==> src/rtl/bspt_pkg.sv <==
package bspt_pkg;

   localparam int NUM_BUCKETS = 256;
   localparam int BUCKET_W    = 8;
   localparam int NUM_SLOTS   = 32;
   localparam int SLOT_W      = 5;
   localparam int STORE_AW    = BUCKET_W + SLOT_W;

   localparam logic [31:0] SEED_RESET = 32'h9e3779b9;
   localparam logic [31:0] MIX_A      = 32'h85ebca6b;
   localparam logic [31:0] MIX_B      = 32'hc2b2ae35;

   localparam logic [3:0] LOG2_MAX   = 4'd8;
   localparam logic [3:0] LOG2_RESET = 4'd8;
   localparam logic [5:0] SIZE_MAX   = 6'd32;
   localparam logic [5:0] SIZE_RESET = 6'd8;

   // Register indexes, taken from paddr[3:2].
   localparam logic [1:0] CSR_SEED = 2'd0;
   localparam logic [1:0] CSR_LOG2 = 2'd1;
   localparam logic [1:0] CSR_SIZE = 2'd2;

   localparam logic [1:0] REQ_ALLOC = 2'd0;
   localparam logic [1:0] REQ_DEREF = 2'd1;
   localparam logic [1:0] REQ_FREE  = 2'd2;

   localparam logic [1:0] STATUS_OK    = 2'd0;
   localparam logic [1:0] STATUS_FULL  = 2'd1;
   localparam logic [1:0] STATUS_RANGE = 2'd2;

   // Step controls from the sequencer to the shared hash multiplier.
   typedef struct packed {
      logic first;
      logic second;
   } hash_ctrl_type;

endpackage

==> src/rtl/bspt_hash_unit.sv <==
module bspt_hash_unit
   import bspt_pkg::*;
(
   input  logic          clock,
   input  hash_ctrl_type ctrl,
   input  logic [31:0]   key,
   input  logic [31:0]   seed,
   output logic [31:0]   hash
);

   logic [31:0] prod_ff;
   logic [31:0] prod_in;
   logic [31:0] seeded;
   logic [31:0] operand;
   logic [31:0] factor;
   logic [63:0] full;

   assign seeded = key ^ seed;

   // One multiplier serves both mixing rounds; the sequencer picks the round.
   always_comb begin
      if (ctrl.first) begin
         operand = seeded ^ (seeded >> 16);
         factor  = MIX_A;
      end else begin
         operand = prod_ff ^ (prod_ff >> 13);
         factor  = MIX_B;
      end
      full = operand * factor;
      prod_in = full[31:0];
   end

   always_ff @(posedge clock) begin
      if (ctrl.first || ctrl.second) begin
         prod_ff <= prod_in;
      end
   end

   assign hash = prod_ff ^ (prod_ff >> 16);

endmodule

==> config.mk <==
export PLATFORM = sky130hd
export DESIGN_NAME = bspt_hash_unit
export DESIGN_NICKNAME = d
export VERILOG_FILES = /design/src/rtl/bspt_pkg.sv /design/src/rtl/bspt_hash_unit.sv
export SDC_FILE = /design/constraint.sdc
export NUM_CORES = 1
export LEC_CHECK = 0
export BUFFER_PORTS_ARGS = -buffer_cell sky130_fd_sc_hd__buf_2
export CORE_MARGIN = 3
export CORE_UTILIZATION = 40
export CTS_BUF_LIST = sky130_fd_sc_hd__clkbuf_2
export DETAILED_ROUTE_END_ITERATION = 6
export HOLD_SLACK_MARGIN = 0.08
export PLACE_DENSITY = 0.64
export SYNTH_ARGS = -nofsm -noshare
export SYNTH_HDL_FRONTEND = slang
export SYNTH_SLANG_ARGS = --single-unit
==> constraint.sdc <==
create_clock -name clock -period 10.3 [get_ports clock]
set_input_delay 1.03 -clock clock [delete_from_list [all_inputs] [get_ports clock]]
set_output_delay 1.03 -clock clock [all_outputs]
set_load 0.02 [all_outputs]
==> results of run 1 <==
==> cell usage after synthesis, types with 17 or more instances <==
library cell | count | share of area
xnor2_1 | 98 | 0.061
nand2_1 | 80 | 0.021
inv_1 | 419 | 0.11
nor2_1 | 32 | 0.0085
clkbuf_1 | 36 | 0.0096
a21oi_1 | 31 | 0.011
edfxtp_1 | 32 | 0.068
ha_1 | 225 | 0.20
o21ai_0 | 17 | 0.0060
xor2_1 | 59 | 0.037
fa_1 | 286 | 0.41
and2_1 | 18 | 0.0080
==> final timing paths <==
kind	to	from	slack (ps)
worst min register to register	prod_ff[0]$_DFFE_PP_	prod_ff[0]$_DFFE_PP_	1100
worst max register to register	prod_ff[29]$_DFFE_PP_	prod_ff[24]$_DFFE_PP_	2310
worst min-delay path	prod_ff[0]$_DFFE_PP_	prod_ff[0]$_DFFE_PP_	1100
worst max-delay path	prod_ff[29]$_DFFE_PP_	ctrl[1]	1900
==> layout make-up <==
type,instances,area [um^2]
Multi-Input combinational cell,936,11300
Inverter,419,1570
Timing Repair Buffer,105,543
Tap cell,455,569
Antenna cell,1,2.50
Fill cell,3359,19600
Clock buffer,6,30.0
Clock inverter,2,35.0
Sequential cell,32,961
==> per-layer routing <==
layer / global-route usage / wire, um / part of all wire / up-vias
met5: 0 / 0 / 0 / -
met4: 0.0827 / 1790 / 0.042 / 0
met3: 0.0387 / 3120 / 0.072 / 73
met2: 0.382 / 20100 / 0.47 / 410
met1: 0.316 / 18100 / 0.42 / 4918
li1: - / - / - / 4393
==> through the flow <==
| stage | hold WS, ps | area, um^2 |
|---|---|---|
| after detailed placement | 1060 | 15000 |
| after global placement | 1080 | 15000 |
| after global routing | 1170 | 15000 |
| final | 1100 | 15000 |
| after CTS | 1100 | 15000 |
| after floorplan | 830 | 14100 |
==> critical path: cells and delay by family <==
kind            cells  cell delay, ps
fa+ha+maj           9            4030
buf+inv            10            1390
compound gates      5            1160
simple gates        5            1000
==> kinds of logic (layout without fill, tap and decap cells) <==
family | count (synthesis) | in the layout | synth area share
mux | 1 | 1 | 0.000709
buf+inv | 471 | 532 | 0.129
compound gates | 93 | 93 | 0.0431
fa+ha+maj | 511 | 511 | 0.605
xor+xnor | 157 | 157 | 0.0974
simple gates | 172 | 172 | 0.0560
flops | 32 | 32 | 0.0681
other cells | 1 | 3 | 0.000266
==> flow_summary_export.csv, run 1 <==
group,metric,value,unit
grt,grtUsageTotal,0.234,
place,dp_worst_setup_slack,1610,ps
routing,drc,0,
critical_path,cp.arrival,8670,ps
routing,vias,9794,
cts,numCtsBuffers,5,
synthesis,yosysSeqAreaShare,0.0681,
floorplanning,die_x,194,um
outcome,outcome,"finished, final reports clean",
synthesis,synth_area,14100,um^2
sta,post-route-period-util,0.815,
sta,rsz0062_at_grt,"no",
cts,cts.clk_slew.worst_paths,210,ps
cts,ctsHtreeMaxLevel,2,
sta,hold_viol_final,0,
layout,finalNonFillerCells,1956,
critical_path,worst_path_max_delay_cell,"buf_4",
layout,layout-drive-gt1-share,0.0880,
floorplanning,die_area,37600,um^2
grt,grt_max_degree,67,
layout,synthToLayoutAreaGrowth,6.58,%
routing,drt-initial-drc-count,561,
floorplanning,start_util,0.408,
layout,final_cell_mix,"419 x inv_1, 286 x fa_1, 225 x ha_1, 98 x xnor2_1, 98 x buf_2",
synthesis,synth_edf_count,32,
synthesis,ys_async_sr_fraction,0,
synthesis,synth_cell_types,47,
sta,slew_violations,0,
place,placedCellCount,1947,
routing,via_per_inst,5.01,
synthesis,synth_ff_type,"edfxtp_1",
synthesis,synth_area_per_cell,9.82,um^2
floorplanning,dieHeight,194,um
critical_path,worst-setup-path-type,"in2reg",
grt,grt_overflow,0,
cts,cts.path.max_buffers,2,
sta,post-route-min-period,8400,ps
routing,avgRoutedWirePerCell,22.0,um
sta,slew_headroom,0.313,
cts,post_cts_resized,0,
layout,regMostFlops,"prod_ff",
run,maxCapViolCount,0,
min_path,min_path_cells,4,
cts,clock_sinks,32,
critical_path,critical_path.max_fanout,66,
grt,antenna_found_initial,1,
floorplanning,core-area,34600,um^2
grt,grt_pass1_vias,10900,
critical_path,start_kind,"input pin",
routing,drtAntennaViolNets,0,
place,gp_congestion,0.993,
sta,tightest_slew,1030,ps
min_path,hold_class,"reg2reg",
cts,clk_latency,410,ps
sta,skew,33.7,ps
floorplanning,io_pins,99,
critical_path,ff2ff_path_depth,28,
cts,postCtsHoldBufs,0,
sta,setup_tns,0,ps
cts,root_buffer,"clkbuf_2",
layout,final_common_cell,"inv_1",
critical_path,crit_required,10570,ps
critical_path,critical-path-max-stage-delay,540,ps
grt,grt_pass1_wl,66000,um
cts,cts_tree,"yes",
synthesis,syn-instance-count,1438,
routing,drtPass1Iterations,5,
sta,setup_slack,1900,ps
cts,cts_setup_buffers,0,
sta,setup_violations,0,
layout,nets,2077,
critical_path,crit_path_end_kind,"flip-flop",
layout,reg.largest.list,"prod_ff x32",
synthesis,yosysWarnings,0,
place,place_hpwl,39000,um
floorplanning,rows,68,
routing,wl,43100,um
sta,fmax,0.119,GHz
layout,final_util,0.434,
synthesis,ys_seq_elements,32,
place,port_buffers,98,
layout,largest_register_ffs,32,
Power of run 1 is left out: the tool's default activity adds up to more than one toggle a clock period on the data nets, which glitch-free logic cannot reach.
==> inputs of run 2 (changes only) <==
Clock period 10.3 ns to 8.35 ns, I/O delays scaled along.
==> flow_summary_export.csv, run 2 (synthesis results as in run 1) <==
group,metric,value,unit
layout,regMostFlops,"prod_ff",
layout,nets,2110,
layout,fin_area,15300,um^2
cts,clk_latency,460,ps
routing,drt-initial-drc-count,600,
min_path,worstHoldEndpoint,"prod_ff[0]$_DFFE_PP_",
grt,grt_max_degree,56,
cts,numCtsBuffers,5,
sta,hold_viol_final,0,
critical_path,critical_path.max_fanout,6,
grt,antenna_found_initial,0,
layout,final_cell_mix,"419 x inv_1, 286 x fa_1, 225 x ha_1, 98 x xnor2_1, 98 x buf_2",
cts,post_cts_resized,0,
layout,synthToLayoutAreaGrowth,8.32,%
critical_path,critical_path.cell_chain,"xnor2_1, nor2_1, a21oi_1, inv_1, ha_1, inv_1, fa_1, fa_1, fa_1, fa_1, fa_1, fa_1, fa_1, inv_1, ha_1, and3_1, or4_1, o21ai_0, a21oi_2, a221o_2, a2111o_1, nand3_1",
sta,rsz0062_at_grt,"no",
floorplanning,die_area,37600,um^2
cts,postCtsHoldBufs,0,
floorplanning,dieHeight,194,um
min_path,hold_class,"reg2reg",
sta,slew_violations,0,
critical_path,r2r-start,"prod_ff[14]$_DFFE_PP_",
floorplanning,rows,68,
sta,holdWs,1090,ps
critical_path,regToRegEndpoint,"prod_ff[29]$_DFFE_PP_",
place,port_buffers,98,
cts,cts.path.max_buffers,2,
layout,reg.largest.list,"prod_ff x32",
min_path,min_from,"prod_ff[0]$_DFFE_PP_",
cts,cts.clk_slew.worst_paths,190,ps
layout,diodes,0,
sta,setup_violations,0,
floorplanning,start_util,0.408,
cts,cts_setup_buffers,0,
place,gp_congestion,0.980,
routing,wl,42100,um
critical_path,worst-setup-path-type,"reg2reg",
critical_path,path_delay_family,"adder cells",
sta,tightest_slew,839,ps
place,place_hpwl,38600,um
layout,final_common_cell,"inv_1",
critical_path,crit_path_end_kind,"flip-flop",
cts,ctsHtreeMaxLevel,2,
critical_path,crit_required,8660,ps
floorplanning,io_pins,99,
sta,setup_tns,0,ps
floorplanning,die_x,194,um
grt,grt_pass1_vias,11000,
routing,via_per_inst,4.99,
grt,grt_overflow,0,
outcome,outcome,"finished, final reports clean",
place,postPlaceCellArea,15300,um^2
cts,clock_sinks,32,
cts,cts_tree,"yes",
critical_path,cp.depth,22,
critical_path,critical-path-max-stage-delay,600,ps
sta,slew_headroom,0.441,
critical_path,worst_path_max_delay_cell,"edfxtp_1",
sta,post-route-min-period,7760,ps
sta,skew,42.0,ps
critical_path,path_buf_inv,3,
sta,post-route-period-util,0.930,
layout,layout-drive-gt1-share,0.107,
critical_path,r2r_slack,590,ps
cts,root_buffer,"clkbuf_2",
critical_path,cp.arrival,8070,ps
routing,drtPass1Iterations,5,
layout,largest_register_ffs,32,
routing,drc,0,
sta,fmax,0.129,GHz
grt,grtUsageTotal,0.228,
routing,vias,9922,
routing,avgRoutedWirePerCell,21.2,um
min_path,min_path_cells,4,
run,maxCapViolCount,0,
grt,grt_pass1_wl,64700,um
critical_path,start_kind,"flip-flop",
critical_path,path_common_cell,"fa_1",
critical_path,ff2ff_path_depth,22,
floorplanning,core-area,34600,um^2
routing,drtAntennaViolNets,0,
==> run 2: changes by cell type in the layout (fill, tap and decap cells not counted), sizes merged <==
cell,delta
clkinvlp,+1
buf,+33
diode,-1
bufinv,-1
==> run 2: layout make-up <==
| class | count | area (um^2) |
|---|---|---|
| Clock buffer | 6 | 30.0 |
| Clock inverter | 2 | 11.3 |
| Fill cell | 3387 | 19300 |
| Inverter | 419 | 1570 |
| Multi-Input combinational cell | 936 | 11300 |
| Sequential cell | 32 | 961 |
| Tap cell | 455 | 569 |
| Timing Repair Buffer | 138 | 816 |
==> run 2: metal layers <==
metal,up-vias,GRT usage,part of all wire
met4,0,0.0848,0.044
met2,428,0.369,0.46
met1,4955,0.313,0.43
li1,4456,-,-
met5,-,0,0
met3,83,0.0337,0.071
==> run 2: worst max-delay path by stage <==
stage,to,slack (ps),from
detailed placement,prod_ff[30]$_DFFE_PP_,200,seed[28]
floorplan,prod_ff[29]$_DFFE_PP_,240,ctrl[1]
CTS,prod_ff[29]$_DFFE_PP_,670,prod_ff[14]$_DFFE_PP_
global route,prod_ff[30]$_DFFE_PP_,290,seed[26]
global placement,prod_ff[31]$_DFFE_PP_,290,ctrl[1]
finish,prod_ff[29]$_DFFE_PP_,590,prod_ff[14]$_DFFE_PP_
==> run 2: worst register-to-register path, cell delays in order, from the launching register on <==
cell	delay, ps
edfxtp_1	600
xnor2_1	220
nor2_1	430
a21oi_1	140
inv_1	220
ha_1	270
inv_1	80
fa_1	460
fa_1	570
fa_1	460
fa_1	520
fa_1	570
fa_1	430
fa_1	500
inv_1	50
ha_1	330
and3_1	220
or4_1	460
o21ai_0	120
a21oi_2	120
a221o_2	440
a2111o_1	380
nand3_1	70
==> run 2: through the flow <==
step                 util  setup slack [ps]  std cells
floorplan               -               235       1439
finish              0.442               588       1988
global placement    0.440               294       1980
detailed placement  0.440               202       1980
CTS                 0.442               672       1988
global route        0.442               286       1988
Power of run 2 is left out for the same reason.
